--- config.mk ---
export PLATFORM = sky130hd
export DESIGN_NAME = spi_eeprom_page_write_sequencer_top_flat
export DESIGN_NICKNAME = d
export VERILOG_FILES = /design/src/rtl/core/sepws_pkg.sv /design/src/rtl/core/sepws_in_if.sv /design/src/rtl/core/sepws_out_if.sv /design/src/rtl/core/sepws_front.sv /design/src/rtl/core/sepws_queue.sv /design/src/rtl/core/sepws_back.sv /design/src/rtl/core/spi_eeprom_page_write_sequencer_top.sv /design/src/flat_wrapper.sv
export SDC_FILE = /design/constraint.sdc
export NUM_CORES = 1
export LEC_CHECK = 0
export BUFFER_PORTS_ARGS = -buffer_cell sky130_fd_sc_hd__buf_2
export CAP_MARGIN = 0
export CELL_PAD_IN_SITES_DETAIL_PLACEMENT = 0
export CELL_PAD_IN_SITES_GLOBAL_PLACEMENT = 1
export CORE_UTILIZATION = 50
export CTS_BUF_LIST = sky130_fd_sc_hd__clkbuf_8
export DETAILED_ROUTE_END_ITERATION = 8
export PLACE_DENSITY = 0.9
export SYNTH_ARGS = -nofsm -noshare
export SYNTH_HDL_FRONTEND = slang
export SYNTH_SLANG_ARGS = --single-unit
--- constraint.sdc ---
create_clock -name clk_i -period 4.1 [get_ports clk_i]
set_clock_uncertainty 0.05 [all_clocks]
set_input_delay 0.82 -clock clk_i [delete_from_list [all_inputs] [get_ports clk_i]]
set_output_delay 0.82 -clock clk_i [all_outputs]
set_load 0.01 [all_outputs]
--- src/rtl/core/sepws_pkg.sv ---
package sepws_pkg;

  // Page size of the device, a power of two
  localparam int PageBytes = 64;
  localparam int PageBits  = $clog2(PageBytes);

  // Command queue between front and back
  localparam int QDepth = 4;
  localparam int QPtrW  = $clog2(QDepth);

  typedef logic [QPtrW-1:0] qptr_t;
  typedef logic [QPtrW:0]   qcnt_t;
  typedef logic [3:0]       step_t;

  // SPI command bytes
  localparam logic [7:0] SpiRead   = 8'h03;
  localparam logic [7:0] SpiWrite  = 8'h02;
  localparam logic [7:0] SpiWren   = 8'h06;
  localparam logic [7:0] SpiRdsr   = 8'h05;
  localparam logic [7:0] SpiDummy  = 8'h00;
  localparam logic [15:0] CountMax = 16'hFFFF;
  localparam logic [15:0] PollLimitReset = 16'hFFFF;

  typedef enum logic [2:0] {
    OP_START_READ  = 3'd0,
    OP_START_WRITE = 3'd1,
    OP_WRITE_BYTE  = 3'd2,
    OP_READ_BYTE   = 3'd3,
    OP_REPLY       = 3'd4
  } opcode_e;

  typedef enum logic [2:0] {
    ACT_CS_LOW  = 3'd0,
    ACT_CS_HIGH = 3'd1,
    ACT_GAP     = 3'd2,
    ACT_SEND    = 3'd3,
    ACT_CAPTURE = 3'd4,
    ACT_HOST    = 3'd5,
    ACT_DONE    = 3'd6,
    ACT_FAILED  = 3'd7
  } action_e;

  typedef enum logic [2:0] {
    M_IDLE        = 3'd0,
    M_POLL_READ   = 3'd1,
    M_POLL_WRITE  = 3'd2,
    M_POLL_PAGE   = 3'd3,
    M_READ_READY  = 3'd4,
    M_READ_WAIT   = 3'd5,
    M_WRITE_READY = 3'd6
  } mode_e;

  // Beat programs run by the back end
  typedef enum logic [2:0] {
    FAM_POLL    = 3'd0,
    FAM_WRITE   = 3'd1,
    FAM_READ    = 3'd2,
    FAM_FAIL    = 3'd3,
    FAM_CAPTURE = 3'd4,
    FAM_REPLY   = 3'd5
  } family_e;

  // Program step numbers
  localparam step_t PollCsHigh   = 4'd0;
  localparam step_t PollFirst    = 4'd1;
  localparam step_t PollLast     = 4'd4;
  localparam step_t WrOpenFirst  = 4'd0;
  localparam step_t WrOpenLast   = 4'd7;
  localparam step_t WrData       = 4'd8;
  localparam step_t WrDone       = 4'd10;
  localparam step_t RdOpenLast   = 4'd3;
  localparam step_t ReplyDone    = 4'd2;
  localparam step_t StepZero     = 4'd0;

  typedef struct packed {
    family_e     family;
    step_t       start_step;
    step_t       end_step;
    logic [15:0] addr;
    logic [7:0]  data;
    logic [15:0] count;
  } cmd_t;

endpackage

--- src/rtl/core/sepws_in_if.sv ---
interface sepws_in_if;
  logic        valid;
  logic        ready;
  logic [2:0]  opcode;
  logic [15:0] address;
  logic [7:0]  data;
  logic        last;

  modport source (output valid, opcode, address, data, last, input ready);
  modport sink   (input valid, opcode, address, data, last, output ready);
endinterface

--- src/rtl/core/sepws_out_if.sv ---
interface sepws_out_if;
  logic        valid;
  logic        ready;
  logic [2:0]  action;
  logic [7:0]  spi_byte;
  logic [7:0]  host_data;
  logic [15:0] byte_count;
  logic        final_res;

  modport source (output valid, action, spi_byte, host_data, byte_count, final_res,
                  input ready);
  modport sink   (input valid, action, spi_byte, host_data, byte_count, final_res,
                  output ready);
endinterface

--- src/rtl/core/sepws_front.sv ---
module sepws_front (
  input  logic              clk_i,
  input  logic              rst_ni,
  input  logic              cfg_we_i,
  input  logic [15:0]       cfg_data_i,
  sepws_in_if.sink          in_i,
  input  logic              q_full_i,
  output logic              push_o,
  output sepws_pkg::cmd_t   cmd_o
);

  sepws_pkg::mode_e mode_q, mode_d;
  logic [15:0] poll_limit_q;
  logic [15:0] addr_q, addr_d;
  logic [15:0] xfer_cnt_q, xfer_cnt_d;
  logic [15:0] poll_cnt_q, poll_cnt_d;
  logic [7:0]  held_byte_q, held_byte_d;
  logic        held_last_q, held_last_d;

  logic        beat;
  logic        poll_fail;
  logic        page_cross;
  logic [15:0] cnt_inc;
  sepws_pkg::opcode_e op;

  assign in_i.ready = !q_full_i;
  assign beat       = in_i.valid && in_i.ready;
  assign op         = sepws_pkg::opcode_e'(in_i.opcode);
  assign poll_fail  = poll_cnt_q >= poll_limit_q;
  assign page_cross = (xfer_cnt_q != '0) && (addr_q[sepws_pkg::PageBits-1:0] == '0);
  assign cnt_inc    = (xfer_cnt_q == sepws_pkg::CountMax) ? xfer_cnt_q
                                                          : xfer_cnt_q + 16'd1;

  // Next mode
  always_comb begin
    mode_d = mode_q;
    if (beat) begin
      unique case (mode_q)
        sepws_pkg::M_IDLE: begin
          if (op == sepws_pkg::OP_START_READ) mode_d = sepws_pkg::M_POLL_READ;
          else if (op == sepws_pkg::OP_START_WRITE) mode_d = sepws_pkg::M_POLL_WRITE;
        end
        sepws_pkg::M_POLL_READ, sepws_pkg::M_POLL_WRITE, sepws_pkg::M_POLL_PAGE: begin
          if (op == sepws_pkg::OP_REPLY) begin
            if (poll_fail) mode_d = sepws_pkg::M_IDLE;
            else if (!in_i.data[0]) begin
              if (mode_q == sepws_pkg::M_POLL_READ) mode_d = sepws_pkg::M_READ_READY;
              else if (mode_q == sepws_pkg::M_POLL_WRITE) mode_d = sepws_pkg::M_WRITE_READY;
              else mode_d = held_last_q ? sepws_pkg::M_IDLE : sepws_pkg::M_WRITE_READY;
            end
          end
        end
        sepws_pkg::M_READ_READY: begin
          if (op == sepws_pkg::OP_READ_BYTE) mode_d = sepws_pkg::M_READ_WAIT;
        end
        sepws_pkg::M_READ_WAIT: begin
          if (op == sepws_pkg::OP_REPLY)
            mode_d = held_last_q ? sepws_pkg::M_IDLE : sepws_pkg::M_READ_READY;
        end
        sepws_pkg::M_WRITE_READY: begin
          if (op == sepws_pkg::OP_WRITE_BYTE) begin
            if (page_cross) mode_d = sepws_pkg::M_POLL_PAGE;
            else if (in_i.last) mode_d = sepws_pkg::M_IDLE;
          end
        end
        default: mode_d = sepws_pkg::M_IDLE;
      endcase
    end
  end

  // Commands and data state
  always_comb begin
    push_o      = 1'b0;
    cmd_o       = '{family: sepws_pkg::FAM_POLL, start_step: sepws_pkg::PollFirst,
                    end_step: sepws_pkg::PollLast, addr: addr_q, data: in_i.data,
                    count: cnt_inc};
    addr_d      = addr_q;
    xfer_cnt_d  = xfer_cnt_q;
    poll_cnt_d  = poll_cnt_q;
    held_byte_d = held_byte_q;
    held_last_d = held_last_q;
    if (beat) begin
      unique case (mode_q)
        sepws_pkg::M_IDLE: begin
          if (op == sepws_pkg::OP_START_READ || op == sepws_pkg::OP_START_WRITE) begin
            push_o     = 1'b1;
            addr_d     = in_i.address;
            xfer_cnt_d = '0;
            poll_cnt_d = '0;
          end
        end
        sepws_pkg::M_POLL_READ, sepws_pkg::M_POLL_WRITE, sepws_pkg::M_POLL_PAGE: begin
          if (op == sepws_pkg::OP_REPLY) begin
            push_o = 1'b1;
            if (poll_fail) begin
              cmd_o.family     = sepws_pkg::FAM_FAIL;
              cmd_o.start_step = sepws_pkg::StepZero;
              cmd_o.end_step   = sepws_pkg::StepZero;
            end else begin
              poll_cnt_d = poll_cnt_q + 16'd1;
              if (!in_i.data[0]) begin
                if (mode_q == sepws_pkg::M_POLL_READ) begin
                  cmd_o.family     = sepws_pkg::FAM_READ;
                  cmd_o.start_step = sepws_pkg::StepZero;
                  cmd_o.end_step   = sepws_pkg::RdOpenLast;
                end else if (mode_q == sepws_pkg::M_POLL_WRITE) begin
                  cmd_o.family     = sepws_pkg::FAM_WRITE;
                  cmd_o.start_step = sepws_pkg::WrOpenFirst;
                  cmd_o.end_step   = sepws_pkg::WrOpenLast;
                end else begin
                  // reopen the page, then the held byte
                  cmd_o.family     = sepws_pkg::FAM_WRITE;
                  cmd_o.start_step = sepws_pkg::WrOpenFirst;
                  cmd_o.end_step   = held_last_q ? sepws_pkg::WrDone : sepws_pkg::WrData;
                  cmd_o.data       = held_byte_q;
                  xfer_cnt_d       = cnt_inc;
                  addr_d           = addr_q + 16'd1;
                end
              end
            end
          end
        end
        sepws_pkg::M_READ_READY: begin
          if (op == sepws_pkg::OP_READ_BYTE) begin
            push_o           = 1'b1;
            held_last_d      = in_i.last;
            cmd_o.family     = sepws_pkg::FAM_CAPTURE;
            cmd_o.start_step = sepws_pkg::StepZero;
            cmd_o.end_step   = sepws_pkg::StepZero;
          end
        end
        sepws_pkg::M_READ_WAIT: begin
          if (op == sepws_pkg::OP_REPLY) begin
            push_o           = 1'b1;
            xfer_cnt_d       = cnt_inc;
            cmd_o.family     = sepws_pkg::FAM_REPLY;
            cmd_o.start_step = sepws_pkg::StepZero;
            cmd_o.end_step   = held_last_q ? sepws_pkg::ReplyDone : sepws_pkg::StepZero;
          end
        end
        sepws_pkg::M_WRITE_READY: begin
          if (op == sepws_pkg::OP_WRITE_BYTE) begin
            push_o = 1'b1;
            if (page_cross) begin
              held_byte_d      = in_i.data;
              held_last_d      = in_i.last;
              poll_cnt_d       = '0;
              cmd_o.start_step = sepws_pkg::PollCsHigh;
            end else begin
              cmd_o.family     = sepws_pkg::FAM_WRITE;
              cmd_o.start_step = sepws_pkg::WrData;
              cmd_o.end_step   = in_i.last ? sepws_pkg::WrDone : sepws_pkg::WrData;
              xfer_cnt_d       = cnt_inc;
              addr_d           = addr_q + 16'd1;
            end
          end
        end
        default: ;
      endcase
    end
  end

  always_ff @(posedge clk_i or negedge rst_ni) begin
    if (!rst_ni) begin
      mode_q       <= sepws_pkg::M_IDLE;
      poll_limit_q <= sepws_pkg::PollLimitReset;
      addr_q       <= '0;
      xfer_cnt_q   <= '0;
      poll_cnt_q   <= '0;
      held_byte_q  <= '0;
      held_last_q  <= 1'b0;
    end else begin
      mode_q      <= mode_d;
      addr_q      <= addr_d;
      xfer_cnt_q  <= xfer_cnt_d;
      poll_cnt_q  <= poll_cnt_d;
      held_byte_q <= held_byte_d;
      held_last_q <= held_last_d;
      if (cfg_we_i) poll_limit_q <= cfg_data_i;
    end
  end

endmodule

--- src/rtl/core/sepws_queue.sv ---
module sepws_queue (
  input  logic            clk_i,
  input  logic            rst_ni,
  input  logic            push_i,
  input  sepws_pkg::cmd_t push_cmd_i,
  input  logic            pop_i,
  output logic            full_o,
  output logic            valid_o,
  output sepws_pkg::cmd_t head_o
);

  sepws_pkg::cmd_t  entry_q [sepws_pkg::QDepth];
  sepws_pkg::qptr_t wr_ptr_q, rd_ptr_q;
  sepws_pkg::qcnt_t count_q;
  logic             do_push, do_pop;

  assign full_o  = count_q == sepws_pkg::qcnt_t'(sepws_pkg::QDepth);
  assign valid_o = count_q != '0;
  assign head_o  = entry_q[rd_ptr_q];
  assign do_push = push_i && !full_o;
  assign do_pop  = pop_i && valid_o;

  always_ff @(posedge clk_i) begin
    if (do_push) entry_q[wr_ptr_q] <= push_cmd_i;
  end

  always_ff @(posedge clk_i or negedge rst_ni) begin
    if (!rst_ni) begin
      wr_ptr_q <= '0;
      rd_ptr_q <= '0;
      count_q  <= '0;
    end else begin
      if (do_push) wr_ptr_q <= wr_ptr_q + sepws_pkg::qptr_t'(1);
      if (do_pop)  rd_ptr_q <= rd_ptr_q + sepws_pkg::qptr_t'(1);
      if (do_push && !do_pop) count_q <= count_q + sepws_pkg::qcnt_t'(1);
      else if (do_pop && !do_push) count_q <= count_q - sepws_pkg::qcnt_t'(1);
    end
  end

endmodule

--- src/rtl/core/sepws_back.sv ---
module sepws_back (
  input  logic            clk_i,
  input  logic            rst_ni,
  input  logic            q_valid_i,
  input  sepws_pkg::cmd_t q_head_i,
  output logic            pop_o,
  sepws_out_if.source     out_o
);

  sepws_pkg::cmd_t  cmd_q;
  sepws_pkg::step_t step_q;
  logic             busy_q;
  logic             beat, last_step, load;
  sepws_pkg::action_e act;
  logic [7:0]       spi;
  logic [7:0]       host;
  logic [15:0]      cnt;

  assign beat      = out_o.valid && out_o.ready;
  assign last_step = step_q == cmd_q.end_step;
  assign load      = !busy_q || (beat && last_step);
  assign pop_o     = load && q_valid_i;

  // Beat decode
  always_comb begin
    act  = sepws_pkg::ACT_CS_HIGH;
    spi  = '0;
    host = '0;
    cnt  = '0;
    unique case (cmd_q.family)
      sepws_pkg::FAM_POLL: begin
        case (step_q)
          4'd1:    act = sepws_pkg::ACT_CS_LOW;
          4'd2:    begin act = sepws_pkg::ACT_SEND; spi = sepws_pkg::SpiRdsr; end
          4'd3:    begin act = sepws_pkg::ACT_CAPTURE; spi = sepws_pkg::SpiDummy; end
          default: act = sepws_pkg::ACT_CS_HIGH;
        endcase
      end
      sepws_pkg::FAM_WRITE: begin
        case (step_q)
          4'd0:    act = sepws_pkg::ACT_CS_LOW;
          4'd1:    begin act = sepws_pkg::ACT_SEND; spi = sepws_pkg::SpiWren; end
          4'd2:    act = sepws_pkg::ACT_CS_HIGH;
          4'd3:    act = sepws_pkg::ACT_GAP;
          4'd4:    act = sepws_pkg::ACT_CS_LOW;
          4'd5:    begin act = sepws_pkg::ACT_SEND; spi = sepws_pkg::SpiWrite; end
          4'd6:    begin act = sepws_pkg::ACT_SEND; spi = cmd_q.addr[15:8]; end
          4'd7:    begin act = sepws_pkg::ACT_SEND; spi = cmd_q.addr[7:0]; end
          4'd8:    begin act = sepws_pkg::ACT_SEND; spi = cmd_q.data; end
          4'd9:    act = sepws_pkg::ACT_CS_HIGH;
          default: begin act = sepws_pkg::ACT_DONE; cnt = cmd_q.count; end
        endcase
      end
      sepws_pkg::FAM_READ: begin
        case (step_q)
          4'd0:    act = sepws_pkg::ACT_CS_LOW;
          4'd1:    begin act = sepws_pkg::ACT_SEND; spi = sepws_pkg::SpiRead; end
          4'd2:    begin act = sepws_pkg::ACT_SEND; spi = cmd_q.addr[15:8]; end
          default: begin act = sepws_pkg::ACT_SEND; spi = cmd_q.addr[7:0]; end
        endcase
      end
      sepws_pkg::FAM_FAIL: act = sepws_pkg::ACT_FAILED;
      sepws_pkg::FAM_CAPTURE: begin
        act = sepws_pkg::ACT_CAPTURE;
        spi = sepws_pkg::SpiDummy;
      end
      sepws_pkg::FAM_REPLY: begin
        case (step_q)
          4'd0:    begin act = sepws_pkg::ACT_HOST; host = cmd_q.data; end
          4'd1:    act = sepws_pkg::ACT_CS_HIGH;
          default: begin act = sepws_pkg::ACT_DONE; cnt = cmd_q.count; end
        endcase
      end
      default: act = sepws_pkg::ACT_FAILED;
    endcase
  end

  assign out_o.valid      = busy_q;
  assign out_o.action     = act;
  assign out_o.spi_byte   = spi;
  assign out_o.host_data  = host;
  assign out_o.byte_count = cnt;
  assign out_o.final_res  = last_step;

  always_ff @(posedge clk_i) begin
    if (pop_o) cmd_q <= q_head_i;
  end

  always_ff @(posedge clk_i or negedge rst_ni) begin
    if (!rst_ni) begin
      busy_q <= 1'b0;
      step_q <= '0;
    end else if (load) begin
      busy_q <= q_valid_i;
      if (q_valid_i) step_q <= q_head_i.start_step;
    end else if (beat) begin
      step_q <= step_q + sepws_pkg::step_t'(1);
    end
  end

endmodule

--- src/rtl/core/spi_eeprom_page_write_sequencer_top.sv ---
// SPI EEPROM page write sequencer.
// in_i carries host and SPI reply items (opcode, address, data, last); out_o
// carries the actions for the SPI engine and the host (action, spi_byte,
// host_data, byte_count, final_res), one action per beat. final_res marks the
// last action caused by one input item. cfg_we_i/cfg_data_i load poll_limit.
// The front end takes one item per cycle while the four-entry command queue
// has room, updates the transfer state and queues at most one command per item.
// The back end plays each command out as 1 to 11 action beats, one per cycle
// while out_o.ready is high. With the back end idle, an item's command is
// registered in the queue and then in the back end, which raises out_o.valid.
// Throughput: one input beat per cycle; one output beat per cycle, so the
// output side sets the sustained pace when items cause several actions.
// A stalled receiver holds the current action; the front keeps taking items
// until the queue is full, then drops in_i.ready.
// Reset: idle, queue empty, poll_limit = 0xFFFF, no action pending.
module spi_eeprom_page_write_sequencer_top (
  input  logic        clk_i,
  input  logic        rst_ni,
  input  logic        cfg_we_i,
  input  logic [15:0] cfg_data_i,
  sepws_in_if.sink    in_i,
  sepws_out_if.source out_o
);

  logic            q_push, q_pop, q_full, q_valid;
  sepws_pkg::cmd_t q_in, q_head;

  // Front: classifies items and owns the transfer state
  sepws_front u_front (
    .clk_i      (clk_i),
    .rst_ni     (rst_ni),
    .cfg_we_i   (cfg_we_i),
    .cfg_data_i (cfg_data_i),
    .in_i       (in_i),
    .q_full_i   (q_full),
    .push_o     (q_push),
    .cmd_o      (q_in)
  );

  // Queue decouples input stalls from output stalls
  sepws_queue u_queue (
    .clk_i      (clk_i),
    .rst_ni     (rst_ni),
    .push_i     (q_push),
    .push_cmd_i (q_in),
    .pop_i      (q_pop),
    .full_o     (q_full),
    .valid_o    (q_valid),
    .head_o     (q_head)
  );

  // Back: expands commands into action beats
  sepws_back u_back (
    .clk_i     (clk_i),
    .rst_ni    (rst_ni),
    .q_valid_i (q_valid),
    .q_head_i  (q_head),
    .pop_o     (q_pop),
    .out_o     (out_o)
  );

  // Front never pushes into a full queue
  a_no_overflow: assert property (@(posedge clk_i) disable iff (!rst_ni)
    q_push |-> !q_full)
    else $error("command pushed into full queue");

  // Done always reports at least one byte and ends its item
  a_done_count: assert property (@(posedge clk_i) disable iff (!rst_ni)
    (out_o.valid && out_o.action == sepws_pkg::ACT_DONE) |->
      (out_o.byte_count != 16'd0 && out_o.final_res))
    else $error("done with zero count or not final");

  // Failure is a single final beat with count zero
  a_fail_beat: assert property (@(posedge clk_i) disable iff (!rst_ni)
    (out_o.valid && out_o.action == sepws_pkg::ACT_FAILED) |->
      (out_o.final_res && out_o.byte_count == 16'd0))
    else $error("failed beat malformed");

  // Back end only pops when a command is there and current one is finished
  a_pop_ok: assert property (@(posedge clk_i) disable iff (!rst_ni)
    (q_pop && out_o.valid) |-> (out_o.ready && out_o.final_res && q_valid))
    else $error("command popped mid-sequence");

endmodule
--- src/flat_wrapper.sv ---
// flat-port wrapper written by rule: the top's interface ports become plain ports
module spi_eeprom_page_write_sequencer_top_flat 
  (clk_i, rst_ni, cfg_we_i, cfg_data_i, in_i_valid, in_i_opcode, in_i_address, in_i_data, in_i_last, in_i_ready, out_o_valid, out_o_action, out_o_spi_byte, out_o_host_data, out_o_byte_count, out_o_final_res, out_o_ready);
  sepws_in_if in_i_i ();
  sepws_out_if out_o_i ();
  input  logic clk_i;
  input  logic rst_ni;
  input  logic cfg_we_i;
  input  logic [15:0] cfg_data_i;
  input wire logic [$bits(in_i_i.valid)-1:0] in_i_valid;
  input wire logic [$bits(in_i_i.opcode)-1:0] in_i_opcode;
  input wire logic [$bits(in_i_i.address)-1:0] in_i_address;
  input wire logic [$bits(in_i_i.data)-1:0] in_i_data;
  input wire logic [$bits(in_i_i.last)-1:0] in_i_last;
  output wire logic [$bits(in_i_i.ready)-1:0] in_i_ready;
  output wire logic [$bits(out_o_i.valid)-1:0] out_o_valid;
  output wire logic [$bits(out_o_i.action)-1:0] out_o_action;
  output wire logic [$bits(out_o_i.spi_byte)-1:0] out_o_spi_byte;
  output wire logic [$bits(out_o_i.host_data)-1:0] out_o_host_data;
  output wire logic [$bits(out_o_i.byte_count)-1:0] out_o_byte_count;
  output wire logic [$bits(out_o_i.final_res)-1:0] out_o_final_res;
  input wire logic [$bits(out_o_i.ready)-1:0] out_o_ready;
  assign in_i_i.valid = in_i_valid;
  assign in_i_i.opcode = in_i_opcode;
  assign in_i_i.address = in_i_address;
  assign in_i_i.data = in_i_data;
  assign in_i_i.last = in_i_last;
  assign in_i_ready = in_i_i.ready;
  assign out_o_valid = out_o_i.valid;
  assign out_o_action = out_o_i.action;
  assign out_o_spi_byte = out_o_i.spi_byte;
  assign out_o_host_data = out_o_i.host_data;
  assign out_o_byte_count = out_o_i.byte_count;
  assign out_o_final_res = out_o_i.final_res;
  assign out_o_i.ready = out_o_ready;
  spi_eeprom_page_write_sequencer_top u_core (.clk_i(clk_i), .rst_ni(rst_ni), .cfg_we_i(cfg_we_i), .cfg_data_i(cfg_data_i), .in_i(in_i_i), .out_o(out_o_i));
endmodule
== After elaboration in Yosys (flattened, before gate mapping) ==
Memory sizes are Yosys's and may differ from the RTL's.
Cells that the tools add are included.
Widths: inputs -> output; s select.
Storage, ports and cells
  logic and storage cells: 203
  bits in registers: 135
  bits in writable memories: 204
  bits in read-only memories: 0
  latch bits: 0
  input port bits: 49
  output and inout bits: 38
  memories: 1
Cells by class
  muxes and demuxes: 94
  bitwise operators: 0
  shift-type cells: 0
  divide/modulo/power cells: 0
  eq/ne operators: 41
  $mul: 0
  reductions and logical operators: 41
  add/sub/neg operators: 8
  order comparisons: 1
Memories
  u_core.u_queue.entry_q: depth 4, width 51, read ports 1, clocked after Yosys merged registers in 0, write ports 1, line sepws_queue.sv:12  | sepws_pkg::cmd_t entry_q [sepws_pkg::QDepth];
Operators with widths (number)
  $mux 16: 24
  $pmux 16 s3: 2
  $mux 8: 9
  $pmux 16 s4: 1
  $mux 3: 17
  $add 16x1->16 const B: 3
  $pmux 8 s3: 2
  $pmux 11 s4: 1
  $mux 10: 4
  $pmux 8 s5: 1
  $mux 11: 3
  $pmux 16 s2: 1
  $pmux 3 s5: 2
  $mux 4: 6
  $ne 2x2->1 const B: 12
  $eq 3x3->1 const B: 7
  $eq 16x16->1 const B: 1
  $eq 4x3->1 const B: 4
  $ge 16x16->1: 1
  $reduce_bool 16->1: 1
  $eq 3x2->1 const B: 5
  $pmux 3 s4: 1
  $mux 1: 11
  $reduce_and 11->1: 1
  36 further kinds: 65

== Longest topological paths before layout ==
Gate-level depths: netlist of the first run.
  depth in word-level cells: 10
  gate-level depth with buffers: 13
  gate-level depth less buffers: 11

== Hierarchy ==
Synthesis of the first run repeated with hierarchy kept, for this count alone.
Unflattened totals
  cell total of the unflattened synthesis: 1187
  area, all modules: 15920.3 um2
Modules (own cells, without submodules)
  sepws_queue: area an instance 7847.5 um2, sequential area each 6301.0 um2, times used 1, cells an instance 302
  sepws_front: area an instance 5376.4 um2, sequential area each 1921.8 um2, times used 1, cells an instance 646
  sepws_back: area an instance 2696.3 um2, sequential area each 1536.5 um2, times used 1, cells an instance 239

== Worst setup path after synthesis of the first run ==
Ideal clock, no wire load.
  kind: input to register
  start: input port in_i_opcode[0]
  end: memory u_core.u_queue.entry_q[0][0] in the netlist's numbering (enable)
  buffers on the path: 1
  setup time: 0.412 ns
  stages: 7
  path slack: 0.485 ns
  arrival: 3.154 ns
  cell sequence: clkbuf_1 -> xor2_1 -> a31oi_1 -> nor3_1 -> a21oi_1 -> nor3_2 -> and2_1
Between the ends
  cells in the longest elaborated chain, start to end: 8
RTL lines
  start: declaration: line flat_wrapper.sv:11  | input wire logic [$bits(in_i_i.opcode)-1:0] in_i_opcode;
  $eq 3x1->1 or $logic_not 3->1 (tied branches): line sepws_front.sv:85  | if (op == sepws_pkg::OP_START_READ || op == sepws_pkg::OP_START_WRITE) begin
  $logic_or 1x1->1: line sepws_front.sv:85
  $mux 1: line sepws_front.sv:85
  $pmux 1 s4 *: line sepws_front.sv:83  | unique case (mode_q)
  $mux 1 *: line sepws_front.sv:82  | if (beat) begin
  $logic_and 1x1->1 *: line sepws_queue.sv:20  | assign do_push = push_i && !full_o;
  net u_core.u_queue.do_push: line sepws_queue.sv:15  | logic do_push, do_pop;
  $mux 1 *: line sepws_queue.sv:24  | if (do_push) entry_q[wr_ptr_q] <= push_cmd_i;
  $mux 1 (implied by the code) *: line sepws_queue.sv:24
  end: declaration: line sepws_queue.sv:12
The timed path passes the listed nets; every way through them passes the cells marked *.

== Worst setup path after layout of the first run ==
  start: register u_core.u_back.step_q[0]
  end: output port out_o_byte_count[3]
Between the ends
  cells in the longest elaborated chain, start to end: 4
RTL lines
  start: declaration: line sepws_back.sv:11  | sepws_pkg::step_t step_q;
  start signal: assignment: line sepws_back.sv:95  | if (q_valid_i) step_q <= q_head_i.start_step;
  start signal: assignment: line sepws_back.sv:97  | step_q <= step_q + sepws_pkg::step_t'(1);
  $eq 4x1->1 (tied with other cells): line sepws_back.sv:40, sepws_back.sv:68
  $reduce_or 10->1 (no source line) or $reduce_or 2->1 (tied branches)
  $mux 16 (on tied branches): line sepws_back.sv:40, sepws_back.sv:68
  $pmux 16 s2 *: line sepws_back.sv:30  | unique case (cmd_q.family)
  end: declaration: line flat_wrapper.sv:20  | output wire logic [$bits(out_o_i.byte_count)-1:0] out_o_byte_count;
Every way passes the cells marked *; elsewhere a longest branch is shown, timed or not.

==> results.tsv, run 1 <==
stage	metric	value	unit
power_and_ir_drop	P_leak	6.39	nW
sta	RSZ-0062 raised after global routing	false	
grt	total gr overflow	0	
worst_setup_path	Reg2Reg Depth	10	
clock_network	Worst-path clk slew	0.06	ns
worst_setup_path	CP startpoint kind	flip-flop	
layout	layout cell share with drive strength beyond 1	0.249	
flow_run	Max Cap Violations	0	
detailed_routing	DR vias/cell	5.99	
clock_network	root buf cell	clkbuf_8	
detailed_routing	drt pass-1 iters	5	
yosys	register area share after synthesis	0.619	
layout	fill cell total of the finished layout	2376	
worst_setup_path	R2R setup slack	0.72	ns
detailed_routing	Residual DRC	0	
detailed_routing	Iter 0 DRT Violations	922	
place	Final Wtd Congestion	0.863	
yosys	post-synth top area share	0.474	
layout	P&R area growth vs syn	12.3	%
worst_setup_path	Required @ worst endpoint	3.23	ns
floorplan	die span in y	177	microns
hold_path	class of the worst hold path	input pin to asynchronous set/reset pin	
detailed_routing	Vias	9842	
clock_network	Post-CTS Resized	0	
grt	initial antenna violation count	1	
yosys	Syn Std Cell Area	15400	sq um
worst_setup_path	Worst R2R End	u_core.u_queue.count_q[2]	
grt	largest net degree at the start of global routing	70	
worst_setup_path	worst r2r src	u_core.u_front.mode_q[1]	
sta	final hold viol count	0	
worst_setup_path	Crit Path Category	flip-flop to output pin	
floorplan	Die ar.	31500	sq um
yosys	Post-synth EDFFs	243	
clock_network	CTS H-Tree Depth	2	
layout	diodes inserted	0	
clock_network	CTS Buf Count	53	
worst_setup_path	CP endpoint	out_o_byte_count[3]	
place	pre-CTS worst setup slack	0.686	ns
sta	final critical-path required period	3.85	ns
worst_setup_path	Worst Setup SP	u_core.u_back.step_q[0]	
status	status	finished, final reports clean	
detailed_routing	Routed WL	33.1	mm
sta	Slew Limit Headroom	0.253	
worst_setup_path	critical path capture point type	output pin	
floorplan	I/O Pins	87	
yosys	Synth area leaders	edfxtp_1 (47%), dfrtp_1 (12%), mux4_2 (7.2%)	
yosys	ys async rst share	0.266	
sta	final cycle utilization of the critical path	0.940	
sta	Worst-Margin Slew	1.12	ns
floorplan	Core ar.	30000	sq um
floorplan	Die X	177	microns
floorplan	Initial Util	0.514	
place	port bufs	86	
layout	# nets final	1289	
power_and_ir_drop	Tot Pwr	10.6	mW
clock_network	worst skew pair latency	0.58	ns
yosys	Netlist cell types	82	
yosys	Syn Inst Count	1117	
detailed_routing	DRT antenna net count	0	
power_and_ir_drop	power per standard cell area	613	nW/um^2
worst_setup_path	CP max FO	17	
clock_network	CTS tree	yes	
sta	# setup viols final	0	
yosys	syn avg cell area	13.8	sq um
worst_setup_path	Worst EP arrival	2.98	ns
yosys	cell taking the most area after synthesis	edfxtp_1	
yosys	Syn. warnings	0	
sta	max-slew violation count	0	
sta	PnR worst setup slack	0.246	ns
grt	vias in the first global route	9955	
yosys	Mapped Nets	1197	
place	hpwl dp	21.7	mm
grt	total track usage	0.219	
clock_network	Max clock buf depth	3	
sta	TNS Setup	0	ns
grt	global-route wire length before repair	53.4	mm
sta	Fmax	0.259	GHz
yosys	ys flop type	edfxtp_1	
clock_network	hold_buf cts	0	
clock_network	clk sinks	331	
floorplan	site row count	63	
power_and_ir_drop	maximum vdd drop	0.284	mV
clock_network	Post CTS Setup Buffer Count	0	
yosys	Seq cells post-synth	331	
detailed_routing	Routed WL per cell	20.1	microns
[Yosys cell counts, drive strengths merged (16+ instances only)]
| library cell | number |
|---|---|
| ha | 30 |
| mux4 | 49 |
| mux2 | 26 |
| nor2 | 50 |
| nand3 | 37 |
| o41ai | 18 |
| dfrtp | 72 |
| a21oi | 40 |
| nor3 | 21 |
| a31oi | 18 |
| nand2 | 76 |
| o21ai | 47 |
| buf | 27 |
| clkbuf | 39 |
| dfstp | 16 |
| and2 | 34 |
| inv | 42 |
| edfxtp | 243 |
[how the worst min path moves through the flow]
stage,cells past startpoint,to,start
after floorplan,1,u_core.u_queue.count_q[2],u_core.u_queue.count_q[2]
after global placement,1,u_core.u_queue.count_q[2],u_core.u_queue.count_q[2]
after detailed placement,1,u_core.u_queue.count_q[2],u_core.u_queue.count_q[2]
after CTS,1,u_core.u_front.xfer_cnt_q[13],rst_ni
after global routing,3,u_core.u_front.poll_limit_q[6],cfg_data_i[6]
final,1,u_core.u_front.poll_cnt_q[9],rst_ni
[area by class of cell]
cell class / count / area, sq um / share of cell area
clock buffers: 65 / 895 / 0.0517
inverters: 42 / 158 / 0.00912
clock inverters: 35 / 155 / 0.00897
repair buffers: 103 / 611 / 0.0353
flip-flops and latches: 331 / 9520 / 0.551
multi-input cells: 678 / 5460 / 0.316
well taps: 390 / 488 / 0.0282
[power breakdown]
part,switching (mW),internal (mW),leakage (nW)
Sequential,0.723,4.18,3.34
Combinational,1.71,1.29,2.43
Clock,1.26,1.44,0.626
[registers in the layout, indices dropped and copies added (netlist names)]
signal	flops
u_core.u_queue.count_q	3
u_core.u_back.step_q	4
u_core.u_back.cmd_q	47
u_core.u_front.held_byte_q	8
u_core.u_back.out_o.valid	1
u_core.u_front.addr_q	16
u_core.u_queue.wr_ptr_q	2
u_core.u_queue.rd_ptr_q	2
u_core.u_front.poll_limit_q	16
u_core.u_front.poll_cnt_q	16
u_core.u_front.held_last_q	1
u_core.u_front.mode_q	3
u_core.u_queue.entry_q	196
u_core.u_front.xfer_cnt_q	16
[logic make-up after synthesis]
logic type	Yosys count	share of synthesized area
and+or+nand+nor	309	0.107
xor gates and xnor gates	25	0.0142
buffers and inverters	108	0.0288
DFF	331	0.619
muxes	81	0.0946
adders and majority gates	31	0.0257
AOI/OAI and AO/OA	232	0.111
[stage by stage]
stage          cells  hold WS [ns]   util  area, sq um
2_1_floorplan   1117         0.407      -        15400
3_3_place_gp    1544         0.427  0.542        16200
6_report        1644         0.376  0.577        17300
4_1_cts         1644         0.373  0.577        17300
3_5_place_dp    1544         0.439  0.542        16200
5_1_grt         1644         0.402  0.577        17300
[worst max-delay path, stage by stage, from the launching register on]
cell and delay [ns]:
dfrtp_1 0.46, ha_1 0.41, a2111oi_0 0.46, a21oi_1 0.12
nand4b_1 0.26, o31ai_2 0.10, buf_4 0.27, and2_1 0.20
buf_2 0.14
[layer usage]
layer  part of all wire  up-vias  track usage
li1                   -     4549            -
met1               0.43     4915        0.296
met2               0.50      337        0.368
met3              0.058       39       0.0341
met4              0.017        2       0.0559
met5            0.00039        -            0
[placed cells by master (no fill, tap or decap), drive strengths merged, types with 9 or more instances in the layout]
master	n
and3	15
inv	64
nor3	21
clkinv	13
nand2	76
dfstp	16
and2	34
nand3	37
a21oi	40
xor2	10
edfxtp	243
a31oi	18
clkbuf	65
xnor2	15
nand2b	10
o311ai	14
nand4	14
o21ai	47
buf	103
ha	30
mux4	49
o211ai	10
or3	9
nor2	50
o41ai	18
nor4	15
a22oi	10
mux2	26
dfrtp	72
Note: power is estimated with default switching activity, not from simulation.
==> run 2: changes to the inputs <==
--- a/config.mk
+++ b/config.mk
@@ -13,6 +13,7 @@
 export CTS_BUF_LIST = sky130_fd_sc_hd__clkbuf_8
 export DETAILED_ROUTE_END_ITERATION = 8
 export PLACE_DENSITY = 0.9
+export REMOVE_ABC_BUFFERS = 1
 export SYNTH_ARGS = -nofsm -noshare
 export SYNTH_HDL_FRONTEND = slang
 export SYNTH_SLANG_ARGS = --single-unit
==> run 2 against run 1 <==
Core utilization grew 0.45 points. First-iteration DRC count is 7.6% lower. Sequential cell count stayed put. Register-to-register slack gained 0.15 ns. Combinational power hardly changed. Clock power up 5%. Die area unchanged. Critical path type unchanged.
==> results.tsv, run 2 (synthesis results as in run 1) <==
stage	metric	value	unit
status	status	finished, final reports clean	
floorplan	die span in y	177	microns
grt	total gr overflow	0	
hold_path	class of the worst hold path	input pin to asynchronous set/reset pin	
clock_network	Post CTS Setup Buffer Count	0	
layout	largest registers	u_core.u_queue.entry_q (196), u_core.u_back.cmd_q (47)	
detailed_routing	max layer used	met4	
sta	RSZ-0062 raised after global routing	false	
grt	global-route wire length before repair	51.6	mm
detailed_routing	drt pass-1 iters	5	
clock_network	root buf cell	clkbuf_8	
worst_setup_path	CP Cell Sequence	ha_1 -> a2111oi_0 -> a21oi_1 -> nand4b_1 -> o31ai_4 -> and2_1 -> buf_2	
worst_setup_path	Worst R2R End	u_core.u_queue.entry_q[3][22]	
worst_setup_path	CP max FO	17	
clock_network	CTS Buf Count	52	
worst_setup_path	critical path capture point type	output pin	
detailed_routing	Residual DRC	0	
clock_network	worst skew pair latency	0.59	ns
worst_setup_path	R2R setup slack	0.87	ns
power_and_ir_drop	maximum vdd drop	0.302	mV
worst_setup_path	Worst path slowest cell	a2111oi_0	
layout	final std cell area, no fill	17400	sq um
layout	number of flip-flops in the largest register	196	
detailed_routing	Met1 Routed Length	14.4	mm
worst_setup_path	Required @ worst endpoint	3.23	ns
sta	final hold viol count	0	
detailed_routing	DR vias/cell	5.95	
place	port bufs	86	
floorplan	Initial Util	0.514	
grt	largest net degree at the start of global routing	66	
layout	layout cell share with drive strength beyond 1	0.251	
layout	P&R area growth vs syn	13.2	%
grt	initial antenna violation count	0	
detailed_routing	Routed WL	32.7	mm
worst_setup_path	worst r2r src	u_core.u_front.poll_limit_q[1]	
power_and_ir_drop	power per standard cell area	615	nW/um^2
sta	Min Hold Slack	0.300	ns
layout	# nets final	1291	
clock_network	Post-CTS Resized	0	
layout	commonest cells after routing, fill and taps aside	edfxtp_1 (243), buf_2 (85), nand2_1 (76)	
grt	total track usage	0.212	
clock_network	Max clock buf depth	3	
sta	Slew Limit Headroom	0.299	
detailed_routing	metal3 WL	1.62	mm
clock_network	hold_buf cts	0	
grt	vias in the first global route	9576	
floorplan	site row count	63	
detailed_routing	DRT antenna net count	0	
worst_setup_path	CP startpoint kind	flip-flop	
floorplan	Die ar.	31500	sq um
sta	final critical-path required period	3.85	ns
detailed_routing	Routed WL per cell	19.9	microns
worst_setup_path	Crit Path Category	flip-flop to output pin	
layout	commonest non-fill, non-tap cell in the layout	edfxtp_1	
place	Final Wtd Congestion	0.878	
detailed_routing	Met2 Wirelength	16.1	mm
layout	diodes inserted	0	
power_and_ir_drop	P_leak	6.42	nW
floorplan	Die X	177	microns
detailed_routing	Iter 0 DRT Violations	852	
flow_run	Max Cap Violations	0	
floorplan	Core ar.	30000	sq um
floorplan	I/O Pins	87	
worst_setup_path	Reg2Reg Depth	8	
sta	max-slew violation count	0	
sta	final cycle utilization of the critical path	0.940	
place	hpwl dp	21.5	mm
layout	Top reg by flops	u_core.u_queue.entry_q	
clock_network	CTS tree	yes	
worst_setup_path	Worst EP arrival	2.98	ns
clock_network	CTS H-Tree Depth	2	
sta	Worst-Margin Slew	1.05	ns
detailed_routing	Vias	9795	
sta	Fmax	0.259	GHz
worst_setup_path	CP max stage delay	0.50	ns
place	Placed Area	16300	sq um
clock_network	Worst-path clk slew	0.06	ns
sta	# setup viols final	0	
clock_network	clk sinks	331	
run 2: changes by cell type in the layout (fill, tap and decap cells not counted), sizes merged:
cell / change
clkbuf: -7
bufinv: +4
buf: +3
inv: -3
clkinv: +2
clkinvlp: +2
run 2: worst max-delay path by stage:
| stage | start | to | slack (ns) | depth (start not counted) |
|---|---|---|---|---|
| after detailed placement | in_i_opcode[0] | u_core.u_queue.count_q[2] | 0.69 | 12 |
| final | u_core.u_back.step_q[0] | out_o_byte_count[9] | 0.25 | 7 |
| after global routing | u_core.u_back.step_q[0] | out_o_byte_count[7] | 0.08 | 7 |
| after floorplan | u_core.u_front.poll_limit_q[15] | u_core.u_front.addr_q[12] | -0.01 | 8 |
| after global placement | in_i_opcode[0] | u_core.u_queue.count_q[2] | 0.76 | 12 |
| after CTS | u_core.u_back.step_q[0] | out_o_byte_count[14] | 0.09 | 8 |
run 2: cell type report:
cell class / instances / area, sq um
flip-flops and latches: 331 / 9520
repair buffers: 106 / 696
inverters: 42 / 158
clock inverters: 40 / 287
clock buffers: 58 / 798
well taps: 390 / 488
fillers: 2365 / 12500
multi-input cells: 678 / 5470
run 2: metal layers:
metal,track usage,up-vias
met5,0,-
met1,0.286,4925
met2,0.354,264
met4,0.0602,0
li1,-,4549
met3,0.0351,57
run 2: metrics by stage:
| stage | instances | setup TNS [ns] | setup WS [ns] | power (mW) | util |
|---|---|---|---|---|---|
| final | 1645 | 0 | 0.246 | 10.7 | 0.582 |
| after global routing | 1645 | 0 | 0.0758 | 11.3 | 0.582 |
| after detailed placement | 1547 | 0 | 0.693 | 7.92 | 0.545 |
| after global placement | 1547 | 0 | 0.764 | 7.83 | 0.545 |
| after CTS | 1645 | 0 | 0.0902 | 10.8 | 0.582 |
| after floorplan | 1051 | -0.0109 | -0.0109 | 6.90 | - |
run 2: worst max-delay path, delay by kind of cell, from the launching register on:
family                     cells  cell delay (ns)
adders and majority gates      1             0.42
AOI/OAI and AO/OA              3             0.89
buffers and inverters          1             0.13
DFF                            1             0.45
and+or+nand+nor                2             0.51
run 2: where the power goes:
part / leakage, nW / internal, mW / switching [mW]
sequential: 3.34 / 4.18 / 0.673
combinational: 2.45 / 1.29 / 1.74
clock: 0.625 / 1.56 / 1.28
